<file path="config.mk">
export PLATFORM = sky130hd
export DESIGN_NAME = odpm_ctrl
export DESIGN_NICKNAME = d
export VERILOG_FILES = /design/src/sv/odpm_pkg.sv /design/src/sv/odpm_ctrl.sv
export VERILOG_INCLUDE_DIRS = /design/src /design/src/sv
export SDC_FILE = /design/constraint.sdc
export NUM_CORES = 1
export LEC_CHECK = 0
export BUFFER_PORTS_ARGS = -buffer_cell sky130_fd_sc_hd__buf_4
export CAP_MARGIN = 5
export CORE_AREA = 5 5 42 44
export DETAILED_ROUTE_END_ITERATION = 8
export DIE_AREA = 0 0 47 49
export PLACE_DENSITY = 0.51
export SYNTH_ARGS = -nofsm -noshare
export SYNTH_HDL_FRONTEND = slang
export SYNTH_SLANG_ARGS = --single-unit
export TNS_END_PERCENT = 5
</file>
<file path="constraint.sdc">
create_clock -name clk -period 1.2 [get_ports clk]
set_input_delay 0.06 -clock clk [delete_from_list [all_inputs] [get_ports clk]]
set_output_delay 0.06 -clock clk [all_outputs]
set_load 0.1 [all_outputs]
</file>
<file path="src/sv/omni_drive_pid_mixer_top_defines.svh">
// Assertion macros for the omni drive mixer
`ifndef OMNI_DRIVE_PID_MIXER_TOP_DEFINES_SVH
`define OMNI_DRIVE_PID_MIXER_TOP_DEFINES_SVH
`ifndef SYNTH
// Clocked check, disabled while reset is asserted
`define ODPM_ASSERT(lbl, prop) \
    lbl: assert property (@(posedge clk) disable iff (!rst_n) (prop)) \
        else $error("odpm assertion failed");
// Clocked check that also holds during reset
`define ODPM_ASSERT_ALWAYS(lbl, prop) \
    lbl: assert property (@(posedge clk) (prop)) \
        else $error("odpm assertion failed");
`else
`define ODPM_ASSERT(lbl, prop)
`define ODPM_ASSERT_ALWAYS(lbl, prop)
`endif
`endif

</file>
<file path="src/sv/odpm_pkg.sv">
package odpm_pkg;

    // Mixer coefficients, Q.16
    localparam logic [16:0] COEF_0866 = 17'd56754;

    // Register map indexes
    typedef enum logic [2:0] {
        REG_USE_GYRO    = 3'd0,
        REG_GAIN_P      = 3'd1,
        REG_GAIN_I_DT   = 3'd2,
        REG_GAIN_D      = 3'd3,
        REG_LIN_LIMIT   = 3'd4,
        REG_YAW_LIMIT   = 3'd5,
        REG_WHEEL_RAD   = 3'd6,
        REG_RECIP_SPEED = 3'd7
    } reg_idx_t;

    // Servo action codes
    typedef enum logic [1:0] {
        SERVO_NONE    = 2'd0,
        SERVO_ANG45   = 2'd1,
        SERVO_ANG90   = 2'd2,
        SERVO_STOP    = 2'd3
    } servo_t;

    typedef struct packed {
        logic        use_gyro;
        logic [15:0] gain_p;
        logic [23:0] gain_i_dt;
        logic [19:0] gain_d_over_dt;
        logic [14:0] lin_limit;
        logic [14:0] yaw_limit;
        logic [9:0]  wheel_radius;
        logic [23:0] lin_recip;
    } cfg_t;

    typedef enum logic [3:0] {
        ST_IDLE,
        ST_PI,
        ST_PP,
        ST_PD,
        ST_PDI,
        ST_CLAMP,
        ST_ROT,
        ST_VX,
        ST_SUM,
        ST_W1,
        ST_W2,
        ST_W3,
        ST_FIN
    } state_t;

    // Shared multiplier operand select
    typedef enum logic [2:0] {
        MS_EI,
        MS_EP,
        MS_ED,
        MS_ROT,
        MS_VX,
        MS_W1,
        MS_W2,
        MS_W3
    } mul_sel_t;

    typedef struct packed {
        logic     load;
        logic     mul_en;
        mul_sel_t mul_sel;
        logic     int_upd;
        logic     om_p;
        logic     om_di;
        logic     clamp;
        logic     rot_cap;
        logic     sum_en;
        logic     wh1_cap;
        logic     wh2_cap;
        logic     finish;
    } cmd_t;

    typedef struct packed {
        logic out_stall;
    } sts_t;

endpackage

</file>
<file path="src/sv/odpm_ctrl.sv">
`include "omni_drive_pid_mixer_top_defines.svh"
module odpm_ctrl (
    input  logic           clk,
    input  logic           rst_n,
    input  logic           in_valid,
    input  logic           use_gyro,
    input  odpm_pkg::sts_t sts,
    output logic           in_ready,
    output odpm_pkg::cmd_t cmd
);
    import odpm_pkg::*;

    state_t state_reg;
    state_t state_next;

    always_ff @(posedge clk or negedge rst_n)
    begin
        if (!rst_n)
            state_reg <= ST_IDLE;
        else
            state_reg <= state_next;
    end

    // next state
    always_comb
    begin
        state_next = state_reg;
        unique case (state_reg)
            ST_IDLE:
            begin
                if (in_valid)
                    state_next = use_gyro ? ST_PI : ST_CLAMP;
            end
            ST_PI:    state_next = ST_PP;
            ST_PP:    state_next = ST_PD;
            ST_PD:    state_next = ST_PDI;
            ST_PDI:   state_next = ST_CLAMP;
            ST_CLAMP: state_next = ST_ROT;
            ST_ROT:   state_next = ST_VX;
            ST_VX:    state_next = ST_SUM;
            ST_SUM:   state_next = ST_W1;
            ST_W1:    state_next = ST_W2;
            ST_W2:    state_next = ST_W3;
            ST_W3:    state_next = ST_FIN;
            ST_FIN:
            begin
                if (!sts.out_stall)
                    state_next = ST_IDLE;
            end
            default:  state_next = ST_IDLE;
        endcase
    end

    // command decode
    always_comb
    begin
        cmd         = '0;
        cmd.mul_sel = MS_EI;
        in_ready    = 1'b0;
        unique case (state_reg)
            ST_IDLE:
            begin
                in_ready = 1'b1;
                cmd.load = in_valid;
            end
            ST_PI:
            begin
                cmd.mul_en  = 1'b1;
                cmd.mul_sel = MS_EI;
            end
            ST_PP:
            begin
                cmd.mul_en  = 1'b1;
                cmd.mul_sel = MS_EP;
                cmd.int_upd = 1'b1;
            end
            ST_PD:
            begin
                cmd.mul_en  = 1'b1;
                cmd.mul_sel = MS_ED;
                cmd.om_p    = 1'b1;
            end
            ST_PDI:   cmd.om_di = 1'b1;
            ST_CLAMP: cmd.clamp = 1'b1;
            ST_ROT:
            begin
                cmd.mul_en  = 1'b1;
                cmd.mul_sel = MS_ROT;
            end
            ST_VX:
            begin
                cmd.mul_en  = 1'b1;
                cmd.mul_sel = MS_VX;
                cmd.rot_cap = 1'b1;
            end
            ST_SUM:   cmd.sum_en = 1'b1;
            ST_W1:
            begin
                cmd.mul_en  = 1'b1;
                cmd.mul_sel = MS_W1;
            end
            ST_W2:
            begin
                cmd.mul_en  = 1'b1;
                cmd.mul_sel = MS_W2;
                cmd.wh1_cap = 1'b1;
            end
            ST_W3:
            begin
                cmd.mul_en  = 1'b1;
                cmd.mul_sel = MS_W3;
                cmd.wh2_cap = 1'b1;
            end
            ST_FIN:   cmd.finish = !sts.out_stall;
            default:  cmd = '0;
        endcase
    end

    `ODPM_ASSERT(a_busy_after_accept, (in_valid && in_ready) |=> !in_ready)
    `ODPM_ASSERT(a_finish_no_stall, cmd.finish |-> !sts.out_stall)
    `ODPM_ASSERT(a_load_route, cmd.load |=> (state_reg == ST_PI || state_reg == ST_CLAMP))

endmodule

</file>
# After elaboration in Yosys (flattened, before gate mapping)
# Cells that the tools add are included.
# totals
register_bits	4
input_bits	5
output_inout_bits	15
word_cells	34
# op_classes
eq_ne	14
n_mux	16
reduce_logical	3
# ops
op	n
4-bit one-hot mux with 13 select lines	1
4-bit one-hot mux with 8 select lines	1
4-bit == test (second input constant)	5
4-bit by 3-bit == test with 1-bit output (second input constant)	4
1-bit 2-to-1 mux	11
4-bit by 2-bit == test with 1-bit output (second input constant)	2
4-bit 2-to-1 mux	2
4-bit by 1-bit == test with 1-bit output (second input constant)	1
4-bit zero test	1
2-bit inequality test (second input constant)	2
3-bit 2-to-1 mux	1
2-bit AND reduction	1
1-bit zero test	1

# Longest topological paths before layout
# logic_depth
ltp_word	3
depth_mapped	4
mapped_depth_nobuf	3

# Least setup slack after synthesis
# No wires, ideal clock.
# synth_path
path_kind	register to output
start	register state_reg[0]
end	output port cmd[0] in the netlist's numbering
t_arrival_ns	3.454
required_ns	1.140
path_slack_ns	-2.314
stages_incl_launch_ff	3
path_buffers	1
cell_sequence	dfrtp_1 > buf_6 > nor4_1
# synth_lines
item	line	source
start, declared	odpm_ctrl.sv:13	state_t state_reg;
start signal, assigned	odpm_ctrl.sv:21	state_reg <= state_next;
end, declared	odpm_ctrl.sv:9	output odpm_pkg::cmd_t cmd

==> run summary <==
Overflow after GRT = 0
Max FFs per register = 4
Htree depth = 1
Die height = 49 um
Seq. cell area = 105 um^2
Net count after synthesis = 49
Reg clk slew, reported paths = 40 ps
CP peak stage delay = 440 ps
CP max stage cell = dfrtp_2
Slew @ Worst Pin = 211 ps
Initial DRC count = 2
Failing checks = negative setup slack
Num rows = 14
Setup Crit Path Kind = reg -> out
Footprint of the multi-input gates = 283 um^2
Clock Path Buffers = 2
Setup TNS = -2680 ps
Outcome = finished, violations left
DRC Markers = 0
Drt first pass iters = 2
Crit path cell chain = buf_4, nand2_2, o22ai_2, buf_12
Cell taking the most area after synthesis = dfrtp_1
CTS tree = built
Final setup fails = 15
Via count = 462
Syn_area_per_cell = 7.51 um^2
Crit-path max FO = 6
PnR worst setup slack = -218 ps
Reg2reg start = state_reg[0]$_DFFE_PN0P_
Critical R2R Capture = state_reg[2]$_DFFE_PN0P_
DR WL/cell = 13.1 um
R2R depth = 5
Ant. Diodes = 0
Die X = 47 um
Largest net degree at the start of global routing = 9
Worst Skew = 0.270 ps
Clock net sink count = 4
Layout cells sized above 1 = 77.2%
Clk Latency, worst-skew pair = 230 ps
Register area share after synthesis = 30.3%
Simple-Gate Fraction of Synth Area = 32.6%
Post-DP HPWL = 837 um
Full die area = 0.00230 mm^2
Layout area overhead = 153%
Final Hold Viols = 0
Worst Setup End Kind = output pin
Final Max Tran Viols = 0
Cell Area, Synth = 330 um^2
Synth Area in Adders = 0%
First-pass GRT wire length = 2.09 mm
Compound-Gate Fraction of Synth Area = 20.5%
Cell variety after synth = 22
GRT Util Overall = 12.1%
GP Congestion = 0.805
IO Count = 20
Fin crit period = 1420 ps
Initial antenna violation count = 0
Multiplexer share of the synthesized area = 0%
Max Cap Viol = 0
Post-route ant nets = 0
Initial core utilization = 23.6%
Max Freq = 705 MHz
CP arrival = 1360 ps
Nets = 86
Yosys top cell area share = 30.3%
Post-Route WL = 1.25 mm
Worst Setup Start Kind = flop
Hold WS = 160 ps
Vias in the first global route = 485
FF+latch count, synth = 4
Yosys warning count = 0
Via density = 4.86
Hold Crit Class = in -> async
Crit path from = state_reg[2]$_DFFE_PN0P_
Slew HR = 85.8%
Flop-to-flop setup slack = 10 ps
TritonCTS Buffers = 3
Synth area leaders = dfrtp_1 30%, o22ai_1 9.5%, nor2_1 6.8%, nor3_1 6.1%, buf_4 4.5%
Core area = 0.00140 mm^2
Final period util = 118%
# port buffers = 19
Synthesized instance count = 44
Fill cells = 120
Largest family of logic cells by synthesized area = simple AND/OR/NAND/NOR gates
Xor/xnor cell area share of the yosys netlist = 2.65%
Root Buffer = clkbuf_4
Crit path capture = cmd[11]
RSZ-0062 raised after global routing = true
Worst Path Required = 1140 ps
[how the worst min path moves through the flow]
stage               startpoint                  endpoint
floorplan                rst_n  state_reg[0]$_DFFE_PN0P_
global placement         rst_n  state_reg[2]$_DFFE_PN0P_
detailed placement       rst_n  state_reg[2]$_DFFE_PN0P_
CTS                      rst_n  state_reg[2]$_DFFE_PN0P_
global route             rst_n  state_reg[2]$_DFFE_PN0P_
finish                   rst_n  state_reg[2]$_DFFE_PN0P_
[area by class of cell]
| class | count | share of cell area (%) |
|---|---|---|
| Tap cell | 16 | 2.39 |
| Inverter | 4 | 1.79 |
| Multi-Input combinational cell | 32 | 33.8 |
| Sequential cell | 4 | 12.6 |
| Clock buffer | 3 | 2.69 |
| Timing Repair Buffer | 36 | 46.8 |
[synthesized netlist by cell type, drive strengths merged]
cell and instances:
nor2 7, nand2 5, o22ai 5, buf 4
dfrtp 4, inv 4, nor3 4, nor4 3
a21boi 2, a211oi 1, a21oi 1, a32oi 1
and2 1, nand2b 1, xor2 1
[cells in the final DEF (no fill, tap or decap), drive strengths merged, types with 2 or more instances in the layout]
| cell type | netlist | final |
|---|---|---|
| buf | 4 | 35 |
| nor2 | 7 | 7 |
| nand2 | 5 | 5 |
| o22ai | 5 | 5 |
| nor3 | 4 | 4 |
| dfrtp | 4 | 4 |
| inv | 4 | 4 |
| nor4 | 3 | 3 |
| clkbuf | 0 | 3 |
| a21boi | 2 | 2 |
[stage by stage]
stage          setup WS, ps  instance area (um^2)  util [%]  std cells
3_3_place_gp           -113                   611      43.6         87
4_1_cts                -214                   787      56.2         94
3_5_place_dp           -120                   611      43.6         87
6_report               -218                   837      59.7         95
2_1_floorplan         -1020                   389         -         44
5_1_grt                -262                   837      59.7         95
[metal layers]
metal	track usage [%]	up-vias	wire length, um	part of all wire [%]
met4	2.76	0	0	0
li1	-	225	-	-
met3	2.58	0	52	4.2
met5	0	-	0	0
met1	14.9	225	483	39
met2	20.6	12	712	57
[cells by family after synthesis]
logic type / after synthesis
flip-flops: 4
XOR/XNOR: 1
buffers and inverters: 8
AND/OR/NAND/NOR: 21
AO/OA/AOI/OAI: 10
[timing repair]
item                                    CTS  global route
gates cloned                              0             0
setup buffers                             3             1
hold buffers                              1             0
gates resized for setup                  33            10
endpoints found under the setup margin   17            18
pin swaps                                 1             3
hold endpoints to repair                  4             0
[worst max-delay path, delay by kind of cell (launching register included)]
kind	cells	cell delay, ps
DFF	1	440
and+or+nand+nor	1	100
AOI/OAI and AO/OA	1	240
buffers and inverters	2	340
Power is not shown: default switching activity piles up to over one toggle a cycle in this logic, so the estimate is an artifact.
