--- config.mk ---
export PLATFORM = sky130hd
export DESIGN_NAME = odpm_regs
export DESIGN_NICKNAME = d
export VERILOG_FILES = /design/src/sv/omni_drive_pid_mixer_top_defines.svh /design/src/sv/odpm_pkg.sv /design/src/sv/odpm_regs.sv
export SDC_FILE = /design/constraint.sdc
export NUM_CORES = 1
export LEC_CHECK = 0
export BUFFER_PORTS_ARGS = -buffer_cell sky130_fd_sc_hd__buf_4
export CAP_MARGIN = 20
export CORE_MARGIN = 2
export CORE_UTILIZATION = 50
export DETAILED_ROUTE_END_ITERATION = 10
export PLACE_DENSITY = 0.8
export SLEW_MARGIN = 25
export SYNTH_ARGS = -nofsm -noshare
export SYNTH_HDL_FRONTEND = slang
export SYNTH_SLANG_ARGS = --single-unit
--- constraint.sdc ---
create_clock -name clk -period 1.6 [get_ports clk]
set_input_delay 0.24 -clock clk [delete_from_list [all_inputs] [get_ports clk]]
set_output_delay 0.24 -clock clk [all_outputs]
set_load 0.05 [all_outputs]
--- src/sv/omni_drive_pid_mixer_top_defines.svh ---
// Assertion macros for the omni drive mixer
`ifndef OMNI_DRIVE_PID_MIXER_TOP_DEFINES_SVH
`define OMNI_DRIVE_PID_MIXER_TOP_DEFINES_SVH
`ifndef SYNTH
// Clocked check, disabled while reset is asserted
`define ODPM_ASSERT(lbl, prop) \
    lbl: assert property (@(posedge clk) disable iff (!rst_n) (prop)) \
        else $error("odpm assertion failed");
// Clocked check that also holds during reset
`define ODPM_ASSERT_ALWAYS(lbl, prop) \
    lbl: assert property (@(posedge clk) (prop)) \
        else $error("odpm assertion failed");
`else
`define ODPM_ASSERT(lbl, prop)
`define ODPM_ASSERT_ALWAYS(lbl, prop)
`endif
`endif

--- src/sv/odpm_pkg.sv ---
package odpm_pkg;

    // Mixer coefficients, Q.16
    localparam logic [16:0] COEF_0866 = 17'd56754;

    // Register map indexes
    typedef enum logic [2:0] {
        REG_USE_GYRO    = 3'd0,
        REG_GAIN_P      = 3'd1,
        REG_GAIN_I_DT   = 3'd2,
        REG_GAIN_D      = 3'd3,
        REG_LIN_LIMIT   = 3'd4,
        REG_YAW_LIMIT   = 3'd5,
        REG_WHEEL_RAD   = 3'd6,
        REG_RECIP_SPEED = 3'd7
    } reg_idx_t;

    // Servo action codes
    typedef enum logic [1:0] {
        SERVO_NONE    = 2'd0,
        SERVO_ANG45   = 2'd1,
        SERVO_ANG90   = 2'd2,
        SERVO_STOP    = 2'd3
    } servo_t;

    typedef struct packed {
        logic        use_gyro;
        logic [15:0] gain_p;
        logic [23:0] gain_i_dt;
        logic [19:0] gain_d_over_dt;
        logic [14:0] lin_limit;
        logic [14:0] yaw_limit;
        logic [9:0]  wheel_radius;
        logic [23:0] lin_recip;
    } cfg_t;

    typedef enum logic [3:0] {
        ST_IDLE,
        ST_PI,
        ST_PP,
        ST_PD,
        ST_PDI,
        ST_CLAMP,
        ST_ROT,
        ST_VX,
        ST_SUM,
        ST_W1,
        ST_W2,
        ST_W3,
        ST_FIN
    } state_t;

    // Shared multiplier operand select
    typedef enum logic [2:0] {
        MS_EI,
        MS_EP,
        MS_ED,
        MS_ROT,
        MS_VX,
        MS_W1,
        MS_W2,
        MS_W3
    } mul_sel_t;

    typedef struct packed {
        logic     load;
        logic     mul_en;
        mul_sel_t mul_sel;
        logic     int_upd;
        logic     om_p;
        logic     om_di;
        logic     clamp;
        logic     rot_cap;
        logic     sum_en;
        logic     wh1_cap;
        logic     wh2_cap;
        logic     finish;
    } cmd_t;

    typedef struct packed {
        logic out_stall;
    } sts_t;

endpackage

--- src/sv/odpm_regs.sv ---
module odpm_regs (
    input  logic               clk,
    input  logic               rst_n,
    input  logic               psel,
    input  logic               penable,
    input  logic               pwrite,
    input  logic [4:0]         paddr,
    input  logic [31:0]        pwdata,
    output logic [31:0]        prdata,
    output logic               pready,
    output odpm_pkg::cfg_t     cfg
);
    import odpm_pkg::*;

    cfg_t     cfg_reg;
    reg_idx_t idx;
    logic     wr_en;

    assign idx    = reg_idx_t'(paddr[4:2]);
    assign wr_en  = psel && penable && pwrite;
    assign pready = 1'b1;
    assign cfg    = cfg_reg;

    // register writes
    always_ff @(posedge clk or negedge rst_n)
    begin
        if (!rst_n)
        begin
            cfg_reg.use_gyro        <= 1'b0;
            cfg_reg.gain_p          <= 16'd410;
            cfg_reg.gain_i_dt       <= 24'd3355;
            cfg_reg.gain_d_over_dt  <= 20'd4096;
            cfg_reg.lin_limit       <= 15'd500;
            cfg_reg.yaw_limit       <= 15'd1536;
            cfg_reg.wheel_radius    <= 10'd40;
            cfg_reg.lin_recip       <= 24'd33554;
        end
        else if (wr_en)
        begin
            unique case (idx)
                REG_USE_GYRO:    cfg_reg.use_gyro        <= pwdata[0];
                REG_GAIN_P:      cfg_reg.gain_p          <= pwdata[15:0];
                REG_GAIN_I_DT:   cfg_reg.gain_i_dt       <= pwdata[23:0];
                REG_GAIN_D:      cfg_reg.gain_d_over_dt  <= pwdata[19:0];
                REG_LIN_LIMIT:   cfg_reg.lin_limit       <= pwdata[14:0];
                REG_YAW_LIMIT:   cfg_reg.yaw_limit       <= pwdata[14:0];
                REG_WHEEL_RAD:   cfg_reg.wheel_radius    <= pwdata[9:0];
                REG_RECIP_SPEED: cfg_reg.lin_recip       <= pwdata[23:0];
            endcase
        end
    end

    // readback
    always_comb
    begin
        unique case (idx)
            REG_USE_GYRO:    prdata = {31'd0, cfg_reg.use_gyro};
            REG_GAIN_P:      prdata = {16'd0, cfg_reg.gain_p};
            REG_GAIN_I_DT:   prdata = {8'd0, cfg_reg.gain_i_dt};
            REG_GAIN_D:      prdata = {12'd0, cfg_reg.gain_d_over_dt};
            REG_LIN_LIMIT:   prdata = {17'd0, cfg_reg.lin_limit};
            REG_YAW_LIMIT:   prdata = {17'd0, cfg_reg.yaw_limit};
            REG_WHEEL_RAD:   prdata = {22'd0, cfg_reg.wheel_radius};
            REG_RECIP_SPEED: prdata = {8'd0, cfg_reg.lin_recip};
        endcase
    end

endmodule

---- Word level (Yosys, flattened, before mapping) ----
Index checks and enable logic that the tools add are counted.
operators by class
  add/subtract/negate cells ............... 0
  $lt $le $gt $ge ......................... 0
  shifts and indexed selects .............. 0
  reductions and logical operators ........ 11
  equal/unequal tests ..................... 7
  bitwise logic cells ..................... 0
  div/mod/pow operators ................... 0
  multiplexer cells ....................... 1
  multiply operators ...................... 0
operator list
  kind                                                             number
  32-bit one-hot mux with 8 select lines                           1
  2-bit AND reduction                                              8
  3-bit == test, second input constant                             4
  3-bit by 2-bit == test with 1-bit output, second input constant  2
  3-bit by 1-bit == test with 1-bit output, second input constant  1
  3-bit zero test                                                  1
  1-bit logical AND                                                2
storage, ports and cells
  bits in writable memories ............... 0
  flip-flop bits (word level) ............. 125
  bits in latches ......................... 0
  bits in read-only memories .............. 0
  input port bits ......................... 42
  logic and storage cells ................. 27
  memories ................................ 0
  output and inout bits ................... 158

---- Logic depth before layout (Yosys ltp) ----
  depth after elaboration ................. 3
  gate-level depth with buffers ........... 6
  mapped depth without buffers ............ 3

---- Worst setup path before layout ----
OpenSTA, ideal clock, no wires.
  path kind ............................... input to output
  from .................................... input paddr[2]
  to ...................................... output prdata[15]
  stages on the path ...................... 5
  data required time ...................... 1.360 ns
  arrival ................................. 2.048 ns
  path buffers ............................ 2
  slack ................................... -0.688 ns
  cells stage by stage .................... buf_4 > buf_4 > nor2b_1 > a22oi_1 > o21ai_0
on the way
  cells in the longest elaborated chain, start to end .. 2
  elaborated cells on any way between the ends .. 9
  those cells by class .................... 7 x eq/ne; 1 x mux; 1 x reduce/logical
RTL lines
  what                                         line             source
  from (decl)                                  odpm_regs.sv:7   input logic [4:0] paddr,
  3-bit == test, or another cell as far along  odpm_regs.sv:56  unique case (idx)
  32-bit one-hot mux with 8 select lines (*)   odpm_regs.sv:56
  to (decl)                                    odpm_regs.sv:9   output logic [31:0] prdata,
Mark *: on every way between the ends. The rest lies on a longest branch, timed or not. The select of a mux whose other input is x is not followed.

---- Worst setup path after layout ----
  from .................................... register cfg_reg (netlist bit cfg[118])
  to ...................................... output prdata[10]
on the way
  cells in the longest elaborated chain, start to end .. 1
RTL lines
  what                                    line             source
  from (decl)                             odpm_regs.sv:15  cfg_t cfg_reg;
  32-bit one-hot mux with 8 select lines  odpm_regs.sv:56
No other way between the ends. The select of a mux whose other input is x is not followed.

==> results.env <==
VIA_COUNT_OF_THE_FIRST_GLOBAL_ROUTING_PASS=5317
POSTSYNTH.ASYNCRESETSHARE=1.000
WL_MET2_MM=10.06
FINAL.PERIOD_UTILIZATION=1.173
POST_SYNTH_INSTANCE_AREA_UM2=5871
CLK_TRANSITION_REPORTED_PATHS_NS=0.05
MULTIPLEXER_SHARE_OF_THE_SYNTHESIZED_AREA=0.3159
TNS_NS=-3.699
DRT-MET1-WL_MM=7.484
GRT_PASS1_WL_MM=29.26
SYNTH.YOSYS.WARNINGS=0
CORE_AREA_UM2=11420
POWER_SWITCHING_uW=5710
MAX_CAP_VIOL_COUNT=0
YOSYS_REGISTER_BITS=125
TOTALPOWERFINAL_uW=14330
YOSYS.AREA_SHARE.ADDER=0
FRACTION_OF_THE_MAPPED_NETLIST_AREA_IN_COMPOUND_GATES=0.05072
SYNTH_ENABLE_FLOP_CELLS=0
AVGVIACOUNTPERCELL=5.675
POST_ROUTE_CELLS_DRIVE_ABOVE_1_SHARE=0.8273
FIN_WORST_SKEW_NS=0
CTS_MAX_PATH_BUFFERS=2
VDD_IR_DROP_MAX_uV=1132
TIMING.FINAL.WS_SETUP_NS=-0.2773
WL_PER_CELL_UM=22.67
POST_SYNTH_XOR_AREA_FRACTION=0
NETLIST_INSTANCES=421
DP.FINAL_HPWL_MM=12.27
CLOCK-ROOT-BUFFER='sky130_fd_sc_hd__clkbuf_16'
SETUP-VIOLATIONS-FINAL=20
TIMING_MAX_TRANSITION_VIOLATIONS_FINAL=0
CLOCK_LATENCY_NS=0.42
SEQPWRFRAC=0.311
POWER.CLOCK.FRACTION=0.265
POWER-PER-CELL-AREA_nW_PER_UM2=1503
GRT_SETUP_UNREPAIRED='true'
FILLERS=591
IO_BUFFER_COUNT=180
POST_LAYOUT_NONFILLER_INSTANCES=861
CRIT_ARRIVAL_NS=1.64
MAXUSEDROUTINGLAYER='met4'
HTREE_NUM_LEVELS=4
FAILING_CHECKS='setup timing'
POWER.INTERNAL_uW=8622
VIA_COUNT=4886
ROWS=39
CTS_SINKS=125
FINAL-HOLD-VIOLATION-COUNT=0
STATUS='finished with violations'
FINISH.NET_COUNT=747
CHIPWIDTH_UM=112.4
CP_DATA_REQUIRED_TIME_NS=1.36
END_KIND='output port'
GRT_ANTENNA_BEFORE_REPAIR=0
FLOORPLAN.INITIALDENSITY=0.5141
LAYOUT_MIN_CYCLE_TIME_NS=1.877
GR-USAGE-ALL-LAYERS=0.3058
WL_MM=19.52
PIN_COUNT=200
MEAN_INSTANCE_SIZE_IN_THE_SYNTHESIZED_NETLIST_UM2=13.94
SYNTH-SEQ-AREA-SHARE=0.5388
POSTLAYOUTCELLAREA_UM2=9535
ANTENNA-DIODE-COUNT=0
DIE_HEIGHT_UM=112.4
CP-START-KIND='flop'
DIEAREA_UM2=12620
POWER.STATIC_LEAKAGE_uW=0.004430
POST_SYNTH_NUM_CELL_TYPES=36
CRIT_FANOUT=3
NUMBER_OF_FLIP_FLOPS_UNDER_THE_LARGEST_REGISTER_NAME=125
POWER_FRAC_COMB=0.424
MAXIMUM_OPERATING_FREQUENCY_MHz=532.7
SYN2LAYOUT_AREA_GROWTH_PCT=62.43
MET3_WIRE_LENGTH_MM=1.380
HOLDCRITPATHCLASS='in -> reg'
ANTENNA_LEFT=0
DP.CELLS=776
GRT_START_MAX_NET_PINS=45
CLOCK_TREE_FROM_TRITONCTS='done'
POST-PLACE-WS_NS=-0.1272
SYNTH-MAIN-FF-CELL='sky130_fd_sc_hd__dfrtp_1'
SWITCHING_PART_OF_THE_TOTAL_POWER=0.3984
DETAILED_PLACE.AREA_UM2=8182
TIMING.SETUP.CRITICAL_PATH_CLASS='reg -> out'
SYNTHSIMPLEGATEAREAFRAC=0.05456
FIRST_PASS_ITERS=4
INITIALDRTVIOLATIONCOUNT=227
NUMCTSBUFFERS=17
GLOBALROUTEOVERFLOWTOTAL=0
GP_CONGESTION=0.8288
MAIN_COMBINATIONAL_CELL_FAMILY_BY_AREA_AFTER_SYNTHESIS='multiplexers'
DRT_DRC_VIOLATIONS_LEFT=0
-- stage by stage --
stage / hold WS [ns] / util
global placement: 0.1855 / 0.7165
finish: 0.06038 / 0.8351
detailed placement: 0.1943 / 0.7165
floorplan: -0.05559 / -
global route: 0.05882 / 0.8351
CTS: 0.04981 / 0.8200
-- Yosys cell counts (2+ instances only) --
| library cell | number | share of area |
|---|---|---|
| sky130_fd_sc_hd__mux2_2 | 148 | 0.28 |
| sky130_fd_sc_hd__dfrtp_1 | 97 | 0.41 |
| sky130_fd_sc_hd__dfstp_2 | 28 | 0.13 |
| sky130_fd_sc_hd__nor2_1 | 20 | 0.013 |
| sky130_fd_sc_hd__nand2_1 | 18 | 0.012 |
| sky130_fd_sc_hd__buf_4 | 16 | 0.020 |
| sky130_fd_sc_hd__a221oi_1 | 11 | 0.016 |
| sky130_fd_sc_hd__a22oi_1 | 11 | 0.014 |
| sky130_fd_sc_hd__buf_2 | 11 | 0.0094 |
| sky130_fd_sc_hd__mux4_2 | 7 | 0.027 |
| sky130_fd_sc_hd__nor2b_1 | 6 | 0.0064 |
| sky130_fd_sc_hd__a21oi_1 | 5 | 0.0043 |
| sky130_fd_sc_hd__nor2_2 | 4 | 0.0043 |
| sky130_fd_sc_hd__o21ai_0 | 4 | 0.0034 |
| sky130_fd_sc_hd__buf_6 | 3 | 0.0058 |
| sky130_fd_sc_hd__clkbuf_1 | 3 | 0.0019 |
| sky130_fd_sc_hd__mux2i_1 | 3 | 0.0051 |
| sky130_fd_sc_hd__nand3_1 | 3 | 0.0026 |
| sky130_fd_sc_hd__a31oi_1 | 2 | 0.0021 |
| sky130_fd_sc_hd__clkinv_1 | 2 | 0.0013 |
| sky130_fd_sc_hd__conb_1 | 2 | 0.0013 |
| sky130_fd_sc_hd__nand2b_1 | 2 | 0.0021 |
| sky130_fd_sc_hd__o221ai_1 | 2 | 0.0030 |
-- layout make-up --
class	instances	area, µm²	area share
Sequential cell	125	3192	0.3347
Multi-Input combinational cell	268	3060	0.3210
Timing Repair Buffer	291	2512	0.2635
Clock buffer	25	495.5	0.05196
Tap cell	143	178.9	0.01876
Clock inverter	7	85.08	0.008923
Inverter	2	11.26	0.001181
-- path summary, 6_finish.rpt --
path	start	to	slack [ns]	cells past startpoint
min in group asynchronous	rst_n	cfg[50]$_DFFE_PN0P_	0.30	2
min	pwdata[21]	cfg[105]$_DFFE_PN0P_	0.06	2
max in group asynchronous	rst_n	cfg[94]$_DFFE_PN1P_	0.65	3
max	cfg[118]$_DFFE_PN0P_	prdata[10]	-0.28	4
max reg2reg	cfg[81]$_DFFE_PN0P_	cfg[81]$_DFFE_PN0P_	0.55	3
min reg2reg	cfg[58]$_DFFE_PN0P_	cfg[58]$_DFFE_PN0P_	0.53	1
-- kinds of logic (layout without fill, tap and decap cells) --
logic type | count (synthesis) | count (layout)
mux | 158 | 158
flops | 125 | 125
simple gates | 61 | 61
compound gates | 40 | 40
buf+inv | 35 | 325
other cells | 2 | 9
-- cells in the final DEF (no fill, tap or decap), drive strengths merged, types with 4 or more instances in the layout --
| cell | synthesis | final |
|---|---|---|
| o21ai | 4 | 4 |
| nor2 | 25 | 25 |
| nor2b | 6 | 6 |
| a22oi | 11 | 11 |
| dfstp | 28 | 28 |
| a221oi | 11 | 11 |
| clkbuf | 3 | 26 |
| mux2 | 148 | 148 |
| buf | 30 | 289 |
| clkinv | 2 | 6 |
| nand2 | 18 | 18 |
| mux4 | 7 | 7 |
| dfrtp | 97 | 97 |
| conb | 2 | 9 |
| a21oi | 5 | 5 |
-- critical path: stages, from the launching register on --
cell,delay [ns]
sky130_fd_sc_hd__dfrtp_2,0.42
sky130_fd_sc_hd__mux2_2,0.30
sky130_fd_sc_hd__a221oi_4,0.27
sky130_fd_sc_hd__nor2_4,0.07
sky130_fd_sc_hd__buf_8,0.15
-- metal layers --
layer / up-vias / global-route usage
li1: 2104 / -
met1: 2508 / 0.3566
met5: - / 0
met4: 0 / 0.1285
met3: 50 / 0.09989
met2: 224 / 0.5213
-- repair_timing --
item	in CTS	in global routing
gates resized for setup	62	13
pin swaps	16	11
cloned	0	1
endpoints found under the hold margin	15	0
hold buffers	1	0
setup buffers	39	13
setup endpoints to repair	24	24
-- power groups by stage --
stage	sequential [µW]	clock (µW)	combinational, µW
2_1_floorplan	6580	0	1490
3_3_place_gp	4440	0	5250
3_5_place_dp	4480	0	5330
4_1_cts	4410	3830	5900
5_1_grt	4520	3990	6270
6_report	4460	3800	6070
No activity file was read; power rests on OpenSTA's default activity.
